`src/rtl/core/pvbu_pkg.sv`:
```
// ----------------------------------------------------------------------------
// pvbu_pkg
// Shared constants, types and the CORDIC table for the bin phase update block.
// ----------------------------------------------------------------------------
package pvbu_pkg;

    localparam int FFT_LEN_DEF     = 1024;
    localparam int PHASE_BITS_DEF  = 20;
    localparam int SAMPLE_BITS_DEF = 24;
    localparam int BIN_W_DEF       = 10;

    localparam int HOP_W       = 11;
    localparam int RATIO_W     = 15;
    localparam int RATIO_FRAC  = 12;
    localparam int CFG_IDX_W   = 2;
    localparam int CFG_DATA_W  = 16;

    localparam logic [HOP_W-1:0]   HOP_RESET   = 11'd256;
    localparam logic [HOP_W-1:0]   HOP_MIN     = 11'd1;
    localparam logic [HOP_W-1:0]   HOP_MAX     = 11'd1024;
    localparam logic [RATIO_W-1:0] RATIO_RESET = 15'd4096;
    localparam logic [RATIO_W-1:0] RATIO_MIN   = 15'd1024;
    localparam logic [RATIO_W-1:0] RATIO_MAX   = 15'd16384;

    typedef enum logic [CFG_IDX_W-1:0] {
        REG_HOP_SIZE      = 2'd0,
        REG_STRETCH_RATIO = 2'd1
    } cfg_reg_t;

    localparam logic CMD_BIN   = 1'b0;
    localparam logic CMD_CLEAR = 1'b1;

    localparam int ANG_W      = 32;
    localparam int NSTEPS     = 28;
    localparam int GUARD_BITS = 4;
    localparam int GAIN_SHIFT = 24;
    localparam logic [23:0] INV_GAIN = 24'd10188014;

    localparam logic [ANG_W-1:0] ATAN_TURNS [NSTEPS] = '{
        32'h20000000, 32'h12E4051E, 32'h09FB385B, 32'h051111D4, 32'h028B0D43,
        32'h0145D7E1, 32'h00A2F61E, 32'h00517C55, 32'h0028BE53, 32'h00145F2F,
        32'h000A2F98, 32'h000517CC, 32'h00028BE6, 32'h000145F3, 32'h0000A2FA,
        32'h0000517D, 32'h000028BE, 32'h0000145F, 32'h00000A30, 32'h00000518,
        32'h0000028C, 32'h00000146, 32'h000000A3, 32'h00000051, 32'h00000029,
        32'h00000014, 32'h0000000A, 32'h00000005
    };

    typedef struct packed {
        logic en;
        logic clr_start;
    } upd_ctl_t;

    typedef struct packed {
        logic busy;
        logic q_valid;
    } upd_stat_t;

endpackage

```
`src/rtl/core/pvbu_rot_cell.sv`:
```
// ----------------------------------------------------------------------------
// pvbu_rot_cell
// One rotating CORDIC micro-rotation, registered.
// ----------------------------------------------------------------------------
module pvbu_rot_cell #(
    parameter int CW     = 32,
    parameter int SIDE_W = 8,
    parameter int STEP   = 0
) (
    input  logic                          clk,
    input  logic                          rst_n,
    input  logic                          en,
    input  logic                          valid_in,
    input  logic signed [CW-1:0]          x_in,
    input  logic signed [CW-1:0]          y_in,
    input  logic [pvbu_pkg::ANG_W-1:0]    z_in,
    input  logic [SIDE_W-1:0]             side_in,
    output logic                          valid_out,
    output logic signed [CW-1:0]          x_out,
    output logic signed [CW-1:0]          y_out,
    output logic [pvbu_pkg::ANG_W-1:0]    z_out,
    output logic [SIDE_W-1:0]             side_out
);
    logic                       valid_reg;
    logic signed [CW-1:0]       x_reg;
    logic signed [CW-1:0]       y_reg;
    logic [pvbu_pkg::ANG_W-1:0] z_reg;
    logic [SIDE_W-1:0]          side_reg;
    logic signed [CW-1:0]       dx;
    logic signed [CW-1:0]       dy;
    logic signed [CW-1:0]       x_next;
    logic signed [CW-1:0]       y_next;
    logic [pvbu_pkg::ANG_W-1:0] z_next;

    always_comb
    begin
        dx = y_in >>> STEP;
        dy = x_in >>> STEP;
        if (z_in[pvbu_pkg::ANG_W-1])
        begin
            x_next = x_in + dx;
            y_next = y_in - dy;
            z_next = z_in + pvbu_pkg::ATAN_TURNS[STEP];
        end
        else
        begin
            x_next = x_in - dx;
            y_next = y_in + dy;
            z_next = z_in - pvbu_pkg::ATAN_TURNS[STEP];
        end
    end

    always_ff @(posedge clk or negedge rst_n)
    begin
        if (!rst_n)
            valid_reg <= 1'b0;
        else if (en)
            valid_reg <= valid_in;
    end

    always_ff @(posedge clk)
    begin
        if (en)
        begin
            x_reg    <= x_next;
            y_reg    <= y_next;
            z_reg    <= z_next;
            side_reg <= side_in;
        end
    end

    assign valid_out = valid_reg;
    assign x_out     = x_reg;
    assign y_out     = y_reg;
    assign z_out     = z_reg;
    assign side_out  = side_reg;
endmodule

```
`config.mk`:
```
export PLATFORM = sky130hd
export DESIGN_NAME = pvbu_rot_cell
export DESIGN_NICKNAME = d
export VERILOG_FILES = /design/src/rtl/core/pvbu_pkg.sv /design/src/rtl/core/pvbu_rot_cell.sv
export SDC_FILE = /design/constraint.sdc
export NUM_CORES = 1
export LEC_CHECK = 0
export ABC_AREA = 1
export BUFFER_PORTS_ARGS = -buffer_cell sky130_fd_sc_hd__buf_2
export CAP_MARGIN = 10
export CORE_MARGIN = 2
export CORE_UTILIZATION = 62
export CTS_CLUSTER_DIAMETER = 50
export CTS_CLUSTER_SIZE = 24
export DETAILED_ROUTE_END_ITERATION = 10
export PLACE_DENSITY_LB_ADDON = 0.08
export SLEW_MARGIN = 20
export SYNTH_ARGS = -nofsm -noshare
export SYNTH_HDL_FRONTEND = slang
export SYNTH_SLANG_ARGS = --single-unit
```
`constraint.sdc`:
```
create_clock -name clk -period 1.5 [get_ports clk]
set_clock_uncertainty 0.1 [all_clocks]
set_input_delay 0.075 -clock clk [delete_from_list [all_inputs] [get_ports clk]]
set_output_delay 0.075 -clock clk [all_outputs]
set_load 0.01 [all_outputs]
```
==> results of run 1 <==
-- metrics by stage --
step	setup TNS, ns	setup slack [ns]	hold slack [ns]
after CTS	-1.36	-0.0883	0.00268
after detailed placement	-28.81	-0.673	-0.249
after global placement	-25.88	-0.625	-0.251
after floorplan	-4.15	-0.152	-0.321
-- cells by family after synthesis --
kind of cell / synth area share (%)
and+or+nand+nor: 35.7
buffers and inverters: 14.4
AOI/OAI and AO/OA: 6.69
adders and majority gates: 12.5
DFF: 29.1
xor gates and xnor gates: 1.63
muxes: 0.105
-- repair_timing --
action,CTS
setup endpoints to repair,52
gates resized for setup,253
hold buffers,42
setup buffers,29
pin swaps,96
gates cloned,0
hold endpoints to repair,41
==> reports/metrics.yaml, run 1 <==
cts.sinks: 104
yosysMostFrequentCell: "nand2_1"
synth_area_leaders: "edfxtp_1, nand2_1, inv_1"
hpwlAfterDp_um: 30800
dpl_cell_area_mm2: 0.0142
synth-seq-cells: 104
grt-worst-endpoint: "y_out[21]$_DFFE_PP_/D"
place_inst: 2258
seq_area_frac_synth_pct: 29.1
root_buffer: "clkbuf_16"
firstError: "[ERROR DPL-0038] Utilization greater than 100%, impossible to legalize"
die_h_um: 136
start_util_pct: 62.7
ios: 213
synth_top_area_share_pct: 28.8
endpoint_type: "sequential cell input"
gp_congestion: 1.03
place.port_buffers: 212
core.rowCount: 48
cts_max_path_buffers: 2
avgSynthCellArea_um2: 6.40
syn_nets: 1890
yosys_warnings: 0
synthCells: 1677
status: "aborted with a tool error"
synth_flop_cell: "edfxtp_1"
grt_max_degree: 52
die_width_um: 136
ys_types: 38
cts.htree.levels: 3
stop_stage: "5_1_grt"
synth_area_mm2: 0.0107
ys_top_cells_by_count: "nand2_1, inv_1, nand3_1, nor2_1, edfxtp_1"
synthArstFlopShare_pct: 0.962
synth_edf_count: 103
cts_buffers: 9
synth_area_leader_cell: "edfxtp_1"
==> inputs of run 2 (changes only) <==
CORE_UTILIZATION = 40   (was 62)
CTS_CLUSTER_DIAMETER = not set   (was 50)
CTS_CLUSTER_SIZE = not set   (was 24)
PLACE_DENSITY_LB_ADDON = 0.15   (was 0.08)
==> run 2 against run 1 <==
  * The flow now finishes, with violations (setup timing)
  * Synthesized cell count did not move
  * Area after synthesis did not move
==> reports/metrics.yaml, run 2 <==
final_util_pct: 66.2
hold_viol: 0
place_inst: 2392  # +5.9%
rsz0062_at_grt: "yes"
die_h_um: 168  # +24%
place.port_buffers: 212  # unchanged
track_usage_pct: 27.7
ys_types: 38  # unchanged
synth_simple_gate_area_share_pct: 35.7  # unchanged
irDropWorstVdd_uv: 583
wl_per_cell_um: 16.1
avgSynthCellArea_um2: 6.40  # unchanged
grt_pass1_vias: 12000
synth_top_family_by_area: "simple AND/OR/NAND/NOR gates"
crit_required_ns: 1.52
p_leak_nw: 8.95
grt_pass1_wl_um: 61200
cts_max_path_buffers: 2  # unchanged
synthAdderAreaFrac_pct: 12.5  # unchanged
layout_commonest_cell: "nand2_1"
cp.arrival_ns: 1.62
grt_max_degree: 52
synthCells: 1677  # unchanged
drtIter0Drc: 872
worst_pin_slew_ns: 0.398
cts_buffers: 9  # unchanged
drt-pass1-iter-count: 5
synth_area_mm2: 0.0107  # unchanged
hold_path.class: "in -> reg"
instances_no_fill: 2496
startpoint_type: "input port"
yosysMostFrequentCell: "nand2_1"
nNetsFinal: 2369
synth_flop_cell: "edfxtp_1"
setup_slack_ns: -0.102
yosys_warnings: 0  # unchanged
synth_compound_area_share_pct: 6.69  # unchanged
relSlewSlack_pct: 73.4
syn_to_final_growth_pct: 61.6
period_share_pct: 107
drv_slew: 0
hpwlAfterDp_um: 31700  # +3.1%
gp_congestion: 0.943  # -8.3%
drv_cap: 0
clock.fmax_mhz: 624
synth_xor_area_share_pct: 1.63  # unchanged
drive_above_1_share_pct: 45.9
grt.overflow.total: 0
detail-route-antenna-nets: 0
antenna_found_initial: 0
via_count: 12400
syn_nets: 1890  # unchanged
antenna_cells: 0
ios: 213  # unchanged
critPathKind: "in -> reg"
synth_area_leaders: "edfxtp_1, nand2_1, inv_1"
path_clk_slew_ns: 0.09
violations: "setup timing"
ys_top_cells_by_count: "nand2_1, inv_1, nand3_1, nor2_1, edfxtp_1"
min_period_ns: 1.60
drc: 0
root_buffer: "clkbuf_16"
synth_top_area_share_pct: 28.8  # unchanged
die-area_mm2: 0.0282
start_util_pct: 41.0  # -22 points
status: "finished, violations left"
die_width_um: 168  # +24%
synthArstFlopShare_pct: 0.962  # unchanged
clk_latency_ns: 0.35
viasPerCell: 4.97
pre_cts_slack_ns: -0.634  # +0.0395 ns
core.rowCount: 59  # +23%
endpoint_kind: "flip-flop"
synth-seq-cells: 104  # unchanged
cts.sinks: 104  # unchanged
setup_viol: 41
path_max_fanout: 3
wl_um: 40300
cts.htree.levels: 3  # unchanged
synth_edf_count: 103  # unchanged
core_mm2: 0.0262
yosys-mux-area-fraction_pct: 0.105  # unchanged
mostFrequentLayoutCells: "nand2_1, inv_1, buf_4"
synth_area_leader_cell: "edfxtp_1"
cts_tree: "built"
seq_area_frac_synth_pct: 29.1  # unchanged
p_per_area_mw_per_mm2: 708
-- run 2: cell counts after synthesis --
No cell type changed its count.
-- run 2: repair_timing --
action                                 in CTS  in global routing
pin swaps                                  99                107
setup buffers                              24                 22
setup endpoints to repair                  48                 53
gates resized for setup                   198                286
endpoints found under the hold margin      42                  0
cloned                                      0                  0
hold buffers                               43                  0
-- run 2: power breakdown --
part / internal [mW] / switching [mW]
logic: 2.55 / 3.53
registers: 3.63 / 0.0999
clock network: 1.17 / 1.30
-- run 2: per-layer routing --
metal  part of all wire, %  vias up  global-route usage, %
met5                     0        -                      0
met4                   2.1        0                   6.77
met3                   6.1       57                   3.29
met2                    47      422                   47.1
met1                    45     5771                   37.7
li1                      -     6154                      -
-- run 2: through the flow --
step / total power, mW / cell area [µm²] / hold WS (ns) / TNS, ns
finish: 12.3 / 17300 / 0.0130 / -2.04
CTS: 11.7 / 16200 / 0.0112 / -0.899
global route: 12.9 / 17300 / 0.00655 / -5.16
global placement: 8.67 / 14500 / -0.245 / -27.02
floorplan: 6.68 / 11800 / -0.321 / -4.15
detailed placement: 8.73 / 14500 / -0.244 / -28.23
-- run 2: layout make-up --
cell class	count	area [µm²]
timing repair buffer	509	3740
tap	335	419
clock buffer	9	225
multi-input combinational	1187	8400
sequential	104	3120
fill	2266	8860
clock inverter	7	61.3
inverter	345	1380
-- run 2: worst max-delay path, stage by stage --
cell	delay, ns
buf_8	0.11
ha_4	0.16
fa_2	0.40
nand2_2	0.10
nand2_4	0.07
nand3_2	0.10
nand2_4	0.08
nand2_4	0.10
nand2_8	0.07
nand2_2	0.08
nand4_1	0.10
nand3_1	0.09
nand2_1	0.08
-- run 2: logic make-up after synthesis --
| kind of cell | after synthesis |
|---|---|
| flip-flops | 104 |
| AO/OA/AOI/OAI | 133 |
| multiplexers | 1 |
| AND/OR/NAND/NOR | 928 |
| buffers and inverters | 386 |
| XOR/XNOR | 20 |
| adder cells (fa/ha/maj) | 105 |
-- run 2: path summary, 6_finish.rpt --
check,start,endpoint,slack (ns),cells past startpoint
setup / recovery,y_in[0],y_out[18],-0.10,13
hold / removal,en,y_out[0],0.01,1
setup reg to reg,valid_out,valid_out,0.67,1
hold reg to reg,valid_out,valid_out,0.40,1
max in group asynchronous,rst_n,valid_out,0.74,3
min in group asynchronous,rst_n,valid_out,0.45,3
(Power assumes the default switching activity.)
