File: src/rtl/core/pvbu_pkg.sv
// ----------------------------------------------------------------------------
// pvbu_pkg
// Shared constants, types and the CORDIC table for the bin phase update block.
// ----------------------------------------------------------------------------
package pvbu_pkg;

    localparam int FFT_LEN_DEF     = 1024;
    localparam int PHASE_BITS_DEF  = 20;
    localparam int SAMPLE_BITS_DEF = 24;
    localparam int BIN_W_DEF       = 10;

    localparam int HOP_W       = 11;
    localparam int RATIO_W     = 15;
    localparam int RATIO_FRAC  = 12;
    localparam int CFG_IDX_W   = 2;
    localparam int CFG_DATA_W  = 16;

    localparam logic [HOP_W-1:0]   HOP_RESET   = 11'd256;
    localparam logic [HOP_W-1:0]   HOP_MIN     = 11'd1;
    localparam logic [HOP_W-1:0]   HOP_MAX     = 11'd1024;
    localparam logic [RATIO_W-1:0] RATIO_RESET = 15'd4096;
    localparam logic [RATIO_W-1:0] RATIO_MIN   = 15'd1024;
    localparam logic [RATIO_W-1:0] RATIO_MAX   = 15'd16384;

    typedef enum logic [CFG_IDX_W-1:0] {
        REG_HOP_SIZE      = 2'd0,
        REG_STRETCH_RATIO = 2'd1
    } cfg_reg_t;

    localparam logic CMD_BIN   = 1'b0;
    localparam logic CMD_CLEAR = 1'b1;

    localparam int ANG_W      = 32;
    localparam int NSTEPS     = 28;
    localparam int GUARD_BITS = 4;
    localparam int GAIN_SHIFT = 24;
    localparam logic [23:0] INV_GAIN = 24'd10188014;

    localparam logic [ANG_W-1:0] ATAN_TURNS [NSTEPS] = '{
        32'h20000000, 32'h12E4051E, 32'h09FB385B, 32'h051111D4, 32'h028B0D43,
        32'h0145D7E1, 32'h00A2F61E, 32'h00517C55, 32'h0028BE53, 32'h00145F2F,
        32'h000A2F98, 32'h000517CC, 32'h00028BE6, 32'h000145F3, 32'h0000A2FA,
        32'h0000517D, 32'h000028BE, 32'h0000145F, 32'h00000A30, 32'h00000518,
        32'h0000028C, 32'h00000146, 32'h000000A3, 32'h00000051, 32'h00000029,
        32'h00000014, 32'h0000000A, 32'h00000005
    };

    typedef struct packed {
        logic en;
        logic clr_start;
    } upd_ctl_t;

    typedef struct packed {
        logic busy;
        logic q_valid;
    } upd_stat_t;

endpackage

File: src/rtl/core/pvbu_vec_cell.sv
// ----------------------------------------------------------------------------
// pvbu_vec_cell
// One vectoring CORDIC micro-rotation, registered.
// ----------------------------------------------------------------------------
module pvbu_vec_cell #(
    parameter int CW     = 32,
    parameter int SIDE_W = 8,
    parameter int STEP   = 0
) (
    input  logic                          clk,
    input  logic                          rst_n,
    input  logic                          en,
    input  logic                          valid_in,
    input  logic signed [CW-1:0]          x_in,
    input  logic signed [CW-1:0]          y_in,
    input  logic [pvbu_pkg::ANG_W-1:0]    z_in,
    input  logic [SIDE_W-1:0]             side_in,
    output logic                          valid_out,
    output logic signed [CW-1:0]          x_out,
    output logic signed [CW-1:0]          y_out,
    output logic [pvbu_pkg::ANG_W-1:0]    z_out,
    output logic [SIDE_W-1:0]             side_out
);
    logic                       valid_reg;
    logic signed [CW-1:0]       x_reg;
    logic signed [CW-1:0]       y_reg;
    logic [pvbu_pkg::ANG_W-1:0] z_reg;
    logic [SIDE_W-1:0]          side_reg;
    logic signed [CW-1:0]       dx;
    logic signed [CW-1:0]       dy;
    logic signed [CW-1:0]       x_next;
    logic signed [CW-1:0]       y_next;
    logic [pvbu_pkg::ANG_W-1:0] z_next;

    always_comb
    begin
        dx = y_in >>> STEP;
        dy = x_in >>> STEP;
        if (!y_in[CW-1])
        begin
            x_next = x_in + dx;
            y_next = y_in - dy;
            z_next = z_in + pvbu_pkg::ATAN_TURNS[STEP];
        end
        else
        begin
            x_next = x_in - dx;
            y_next = y_in + dy;
            z_next = z_in - pvbu_pkg::ATAN_TURNS[STEP];
        end
    end

    always_ff @(posedge clk or negedge rst_n)
    begin
        if (!rst_n)
            valid_reg <= 1'b0;
        else if (en)
            valid_reg <= valid_in;
    end

    always_ff @(posedge clk)
    begin
        if (en)
        begin
            x_reg    <= x_next;
            y_reg    <= y_next;
            z_reg    <= z_next;
            side_reg <= side_in;
        end
    end

    assign valid_out = valid_reg;
    assign x_out     = x_reg;
    assign y_out     = y_reg;
    assign z_out     = z_reg;
    assign side_out  = side_reg;
endmodule

File: config.mk
export PLATFORM = sky130hd
export DESIGN_NAME = pvbu_vec_cell
export DESIGN_NICKNAME = d
export VERILOG_FILES = /design/src/rtl/core/pvbu_pkg.sv /design/src/rtl/core/pvbu_vec_cell.sv
export SDC_FILE = /design/constraint.sdc
export NUM_CORES = 1
export LEC_CHECK = 0
export BUFFER_PORTS_ARGS = -buffer_cell sky130_fd_sc_hd__buf_4
export CAP_MARGIN = 20
export CORE_ASPECT_RATIO = 1.2
export CORE_UTILIZATION = 59
export DETAILED_ROUTE_END_ITERATION = 12
export PLACE_DENSITY = 0.94
export SYNTH_ARGS = -nofsm -noshare
export SYNTH_HDL_FRONTEND = slang
export SYNTH_SLANG_ARGS = --single-unit
File: constraint.sdc
create_clock -name clk -period 1.4 [get_ports clk]
set_input_delay 0.28 -clock clk [delete_from_list [all_inputs] [get_ports clk]]
set_output_delay 0.28 -clock clk [all_outputs]
set_load 0.02 [all_outputs]
==> impl_metrics.json, run 1 <==
{
  "yosysSeqAreaShare_pct": 36.8,
  "clock-root-buffer": "clkbuf_16",
  "cts_setup_buffers": 46,
  "rows": 47,
  "synth-adder-area-share_pct": 14.8,
  "tool.error": "[ERROR DPL-0038] Utilization greater than 100%, impossible to legalize",
  "die_y_microns": 133,
  "synthTopCellsByArea": "edfxtp_1 (36%), ha_1 (14%), xnor2_1 (5.7%)",
  "netlist_instances": 898,
  "numClockSinks": 104,
  "numPortBuffers": 212,
  "place_area_sq_um": 12600,
  "mappedNetlistArea_sq_um": 8480,
  "cts-resized-gates": 185,
  "cts_buffer_depth": 2,
  "initial_core_util_pct": 60.8,
  "placed_cells": 1501,
  "dominant_combinational_cell_family_by_area_after_synthesis": "compound AO/OA/AOI/OAI gates",
  "average_footprint_of_a_synthesized_cell_sq_um": 9.44,
  "place_hpwl_microns": 28700,
  "run_status": "did not finish",
  "synth_top_area_share_pct": 36.5,
  "number_of_hold_buffers_added_after_cts": 1,
  "number_of_enable_flip_flop_cells_after_synthesis": 103,
  "synth_compound_area_share_pct": 21.1,
  "synth_simple_gate_area_share_pct": 11.7,
  "synth_mux_area_share_pct": 1.90,
  "yosys.area_share.xor_xnor_pct": 6.40,
  "h-tree-depth": 3,
  "lastStage": "clock tree synthesis (4_1_cts)",
  "ys_dominant_reg_cell": "edfxtp_1",
  "routabilityCongestion": 1.01,
  "tritoncts.num_buffers": 9,
  "async_reset_ff_share_pct": 0.962,
  "io-pin-count": 213,
  "syn-num-nets": 1104,
  "synth_top_cell_by_area": "edfxtp_1",
  "die_w_microns": 111,
  "synth-seq-cells": 104,
  "library_cells_used_by_synthesis": 76,
  "yosys_warnings": 0
}
## kinds of logic after synthesis
kind of cell	Yosys count
AO/OA/AOI/OAI	272
AND/OR/NAND/NOR	201
buffers and inverters	145
flip-flops	104
adder cells (fa/ha/maj)	98
XOR/XNOR	62
multiplexers	16
## per-stage QoR
stage          hold slack (ps)  worst slack, ps
2_1_floorplan            -15.6            -1190
3_3_place_gp              55.1            -1470
3_5_place_dp              60.1            -1790
## Yosys cell counts (3+ instances only)
library cell,n
a21o_1,19
or3_1,4
nor3_1,13
a31oi_1,4
o21a_1,6
a211oi_1,9
o21ai_1,10
o31ai_1,5
buf_2,9
clkbuf_1,16
xor2_1,7
nor2b_1,11
a21boi_0,3
buf_1,5
nor2_1,68
nand3b_1,3
inv_1,100
buf_4,8
a2111oi_2,3
ha_1,94
a221o_1,3
fa_1,4
nand2_1,46
o21ai_0,60
nand3_1,10
a21oi_1,94
nand4_1,10
a21oi_2,3
o21bai_1,12
o31a_1,5
o211ai_1,4
nor4_1,3
and2_1,4
edfxtp_1,103
mux2i_1,15
xnor2_1,55
nand2b_1,12
o41ai_1,3
buf_6,4
==> run 2, diff against run 1 <==
--- a/config.mk
+++ b/config.mk
@@ -7,10 +7,9 @@
 export LEC_CHECK = 0
 export BUFFER_PORTS_ARGS = -buffer_cell sky130_fd_sc_hd__buf_4
 export CAP_MARGIN = 20
-export CORE_ASPECT_RATIO = 1.2
-export CORE_UTILIZATION = 59
+export CORE_UTILIZATION = 40
 export DETAILED_ROUTE_END_ITERATION = 12
-export PLACE_DENSITY = 0.94
+export PLACE_DENSITY_LB_ADDON = 0.15
 export SYNTH_ARGS = -nofsm -noshare
 export SYNTH_HDL_FRONTEND = slang
 export SYNTH_SLANG_ARGS = --single-unit
==> impl_metrics.json, run 2 <==
{
  "via_count_normalized_by_instance_count": 5.18,
  "peak_per_stage_delay_on_the_critical_path_ps": 380,
  "n_antenna_cell": 0,
  "grt_antenna_before_repair": 0,
  "final-max-slew-violation-count": 0,
  "final_min_period_over_clock_period_pct": 183,
  "hold_start": "z_in[18]",
  "worst_setup_path_start_kind": "input port",
  "most_frequent_standard_cell_in_the_layout_excluding_fill_and_tap_cells": "buf_4",
  "globalRoute.totalOverflow": 0,
  "worst-slew-pin-transition_ps": 376,
  "share_clk_of_total_power_pct": 21.5,
  "critical_path.startpoint": "x_in[1]",
  "grt_pass1_vias": 8847,
  "tritoncts": "done",
  "die_y_microns": 148,
  "power_leakage_nw": 6.50,
  "synth_top_area_share_pct": 36.5,
  "drc": 0,
  "synthTopCellsByArea": "edfxtp_1 (36%), ha_1 (14%), xnor2_1 (5.7%)",
  "overall_track_demand_over_capacity_in_global_routing_pct": 25.9,
  "most_frequent_cell_after_synthesis": "edfxtp_1",
  "place_hpwl_microns": 21800,
  "crit_path_cell_trace": "buf_12 -> clkinvlp_4 -> ha_4 -> a21oi_2 -> o21bai_1 -> a221o_1 -> a2111oi_4 -> a21oi_2 -> a31o_4 -> a2111oi_4 -> nor3_2 -> xnor2_1",
  "nets": 1595,
  "yosys-top-cells-count": "edfxtp_1 (103), inv_1 (100), a21oi_1 (94), ha_1 (94), nor2_1 (68)",
  "critPathTopFamily": "compound AO/OA/AOI/OAI gates",
  "cp_num_buf_inv": 2,
  "worst_endpoint_data_arrival_time_ps": 2680,
  "yosys_warnings": 0,
  "total_power_consumption_mw": 13.0,
  "layout.cells.most_common_list": "buf_4 (465), edfxtp_1 (103), inv_1 (77)",
  "synth_top_cell_by_area": "edfxtp_1",
  "worst_hold_slack_ps": 92.6,
  "final_layout_size_suffix_gt1_share_pct": 55.6,
  "timing.fmax_mhz": 390,
  "route.detailed.wl_per_inst_microns": 17.4,
  "hold_viol_final": 0,
  "slew_headroom_pct": 74.7,
  "drt.antenna.violating_nets": 0,
  "vias": 8614,
  "comb_power_share_pct": 46.8,
  "core_sq_um": 20500,
  "routed_wl_microns": 28900,
  "tritoncts.num_buffers": 9,
  "violated_checks": "negative setup slack",
  "mappedNetlistArea_sq_um": 8480,
  "fin_skew_ps": 0,
  "internal_power_mw": 8.43,
  "cts_buffer_depth": 2,
  "power.share.switching_pct": 35.3,
  "timing.rr.start": "valid_out",
  "p_seq_share_pct": 31.6,
  "critPathMaxFanout": 4,
  "library_cells_used_by_synthesis": 76,
  "numPortBuffers": 212,
  "yosysSeqAreaShare_pct": 36.8,
  "syn-num-nets": 1104,
  "worst_setup_path_end_kind": "flop",
  "netlist_instances": 898,
  "setup_tns_after_final_layout_ps": -44520,
  "floorplan.die_area_sq_um": 21800,
  "async_reset_ff_share_pct": 0.962,
  "rsz0062_at_grt": "yes",
  "synth-seq-cells": 104,
  "first_pass_iters": 5,
  "pwr_density_cell_nw_per_um2": 896,
  "post-route-min-period_ps": 2560,
  "clkSlewWorstSetupHoldPaths_ps": 80,
  "clock-root-buffer": "clkbuf_16",
  "io-pin-count": 213,
  "dr.first_iter.drc_count": 452,
  "average_footprint_of_a_synthesized_cell_sq_um": 9.44,
  "die_w_microns": 148,
  "max-vdd-ir-drop_v": 0.000558,
  "timing_worst_setup_path_type": "in2reg",
  "number_of_enable_flip_flop_cells_after_synthesis": 103,
  "h-tree-depth": 3,
  "routabilityCongestion": 0.934,
  "grt_start_max_net_pins": 57,
  "insertion_delay_ps": 360,
  "grt_pass1_wl_microns": 44200,
  "crit_path_slowest_cell": "a221o_1",
  "worstHoldPathType": "in2reg",
  "initial_core_util_pct": 41.4,
  "ys_dominant_reg_cell": "edfxtp_1",
  "finalSetupViolCount": 57,
  "maxCapViolCount": 0,
  "critical_path_required_ps": 1510,
  "numClockSinks": 104,
  "setup_slack_of_the_critical_path_after_layout_ps": -1160,
  "syn_to_final_growth_pct": 71.3,
  "rows": 52,
  "p_sw_mw": 4.59,
  "run_status": "complete, but fails checks"
}
run 2: cell counts after synthesis:
Identical to the previous run, type by type.
run 2: final cells by class:
type                            count  area (sq um)
Clock buffer                        9           225
Clock inverter                      7          97.6
Fill cell                        1518          5970
Inverter                          103           440
Multi-Input combinational cell    649          6050
Sequential cell                   104          3120
Tap cell                          270           338
Timing Repair Buffer              522          4250
run 2: metal layers:
layer	track usage [%]	part of all wire, %	vias to the layer above
met3	4.10	6.8	56
met5	0	0	-
met2	45.7	50	317
met1	32.1	41	4091
li1	-	-	4150
met4	8.35	2.3	0
run 2: cell families after synthesis:
logic type / Yosys count / synth area share (%)
AO/OA/AOI/OAI: 272 / 21.1
multiplexers: 16 / 1.90
adder cells (fa/ha/maj): 98 / 14.8
flip-flops: 104 / 36.8
buffers and inverters: 145 / 7.29
AND/OR/NAND/NOR: 201 / 11.7
XOR/XNOR: 62 / 6.40
run 2: final timing paths:
| kind | to | slack, ps | depth (start not counted) |
|---|---|---|---|
| worst max-delay path | y_out[31] | -1160 | 12 |
| worst min-delay path | z_out[18] | 90 | 1 |
| worst max register to register | valid_out | 660 | 1 |
| worst min register to register | valid_out | 510 | 1 |
| max in group asynchronous | valid_out | 1080 | 2 |
| min in group asynchronous | valid_out | 240 | 2 |
run 2: power by group through the flow:
stage	clock [mW]	sequential [mW]	combinational, mW
after floorplan	0	4.72	2.19
after global placement	0	4.19	5.14
after detailed placement	0	4.19	5.19
after CTS	2.84	4.12	5.81
after global routing	2.94	4.15	6.47
final	2.81	4.12	6.10
run 2: repair_timing:
item / 4_1_cts / 5_1_grt
hold endpoints to repair: 1 / 0
setup buffers: 43 / 22
endpoints found under the setup margin: 56 / 57
gates resized for setup: 169 / 79
pin swaps: 120 / 67
hold buffers: 1 / 0
run 2: metrics by stage:
stage,instance area (sq um),instances,setup WS (ps),util [%]
2_1_floorplan,9060,898,-1190,-
3_3_place_gp,12800,1602,-1580,62.4
3_5_place_dp,12800,1602,-1630,62.4
4_1_cts,14100,1656,-1100,69.0
5_1_grt,14500,1664,-1250,70.9
6_report,14500,1664,-1160,70.9
Note: power is estimated with default switching activity, not from simulation.
==> run 3, diff against run 2 <==
--- a/config.mk
+++ b/config.mk
@@ -7,7 +7,7 @@
 export LEC_CHECK = 0
 export BUFFER_PORTS_ARGS = -buffer_cell sky130_fd_sc_hd__buf_4
 export CAP_MARGIN = 20
-export CORE_UTILIZATION = 40
+export CORE_UTILIZATION = 55
 export DETAILED_ROUTE_END_ITERATION = 12
 export PLACE_DENSITY_LB_ADDON = 0.15
 export SYNTH_ARGS = -nofsm -noshare
==> impl_metrics.json, run 3 <==
{
  "run_status": "did not finish",
  "lastStage": "global routing (5_1_grt)",
  "tool.error": "[ERROR GRT-0232] Routing congestion too high. Check the congestion heatmap in the GUI.",
  "yosysSeqAreaShare_pct": 36.8,
  "clock-root-buffer": "clkbuf_16",
  "library_cells_used_by_synthesis": 76,
  "synth_top_cell_by_area": "edfxtp_1",
  "numClockSinks": 104,
  "mappedNetlistArea_sq_um": 8480,
  "ys_dominant_reg_cell": "edfxtp_1",
  "grt_start_max_net_pins": 33,
  "yosys-top-cells-count": "edfxtp_1 (103), inv_1 (100), a21oi_1 (94), ha_1 (94), nor2_1 (68)",
  "average_footprint_of_a_synthesized_cell_sq_um": 9.44,
  "worstEndpointType": "register input",
  "number_of_enable_flip_flop_cells_after_synthesis": 103,
  "synth_top_area_share_pct": 36.5,
  "async_reset_ff_share_pct": 0.962,
  "tritoncts.num_buffers": 9,
  "yosys_warnings": 0,
  "globalRoute.totalOverflow": 1795,
  "placed_cells": 1540,
  "cts_buffer_depth": 2,
  "rows": 45,
  "syn-num-nets": 1104,
  "overall_track_demand_over_capacity_in_global_routing_pct": 104,
  "die_w_microns": 126,
  "most_frequent_cell_after_synthesis": "edfxtp_1",
  "globalroute.repair_timing.worst_endpoint": "x_out[30]$_DFFE_PP_/D",
  "initial_core_util_pct": 56.0,
  "numPortBuffers": 212,
  "synthTopCellsByArea": "edfxtp_1 (36%), ha_1 (14%), xnor2_1 (5.7%)",
  "die_y_microns": 126,
  "netlist_instances": 898,
  "io-pin-count": 213,
  "place_hpwl_microns": 24000,
  "synth-seq-cells": 104,
  "h-tree-depth": 3,
  "place_area_sq_um": 12800,
  "routabilityCongestion": 0.916
}
-- run 3: layer usage --
layer / GRT usage, % / overflow
met5: 26.9 / 3
met4: 123 / 386
met3: 74.0 / 11
met2: 144 / 1379
met1: 90.3 / 16
-- run 3: kinds of logic after synthesis --
| family | Yosys count | synth area share (%) |
|---|---|---|
| muxes | 16 | 1.90 |
| DFF | 104 | 36.8 |
| AOI/OAI and AO/OA | 272 | 21.1 |
| xor gates and xnor gates | 62 | 6.40 |
| buffers and inverters | 145 | 7.29 |
| and+or+nand+nor | 201 | 11.7 |
| adders and majority gates | 98 | 14.8 |
-- run 3: what timing repair did --
| action | CTS |
|---|---|
| pin swaps | 87 |
| endpoints found under the setup margin | 58 |
| hold endpoints to repair | 1 |
| resized for setup | 162 |
| hold buffers | 1 |
| setup buffers | 40 |
-- run 3: stage by stage --
step / hold slack, ps / setup WS, ps
after floorplan: -15.6 / -1190
after global placement: 56.2 / -1520
after detailed placement: 59.2 / -1670
after CTS: 87.5 / -1100
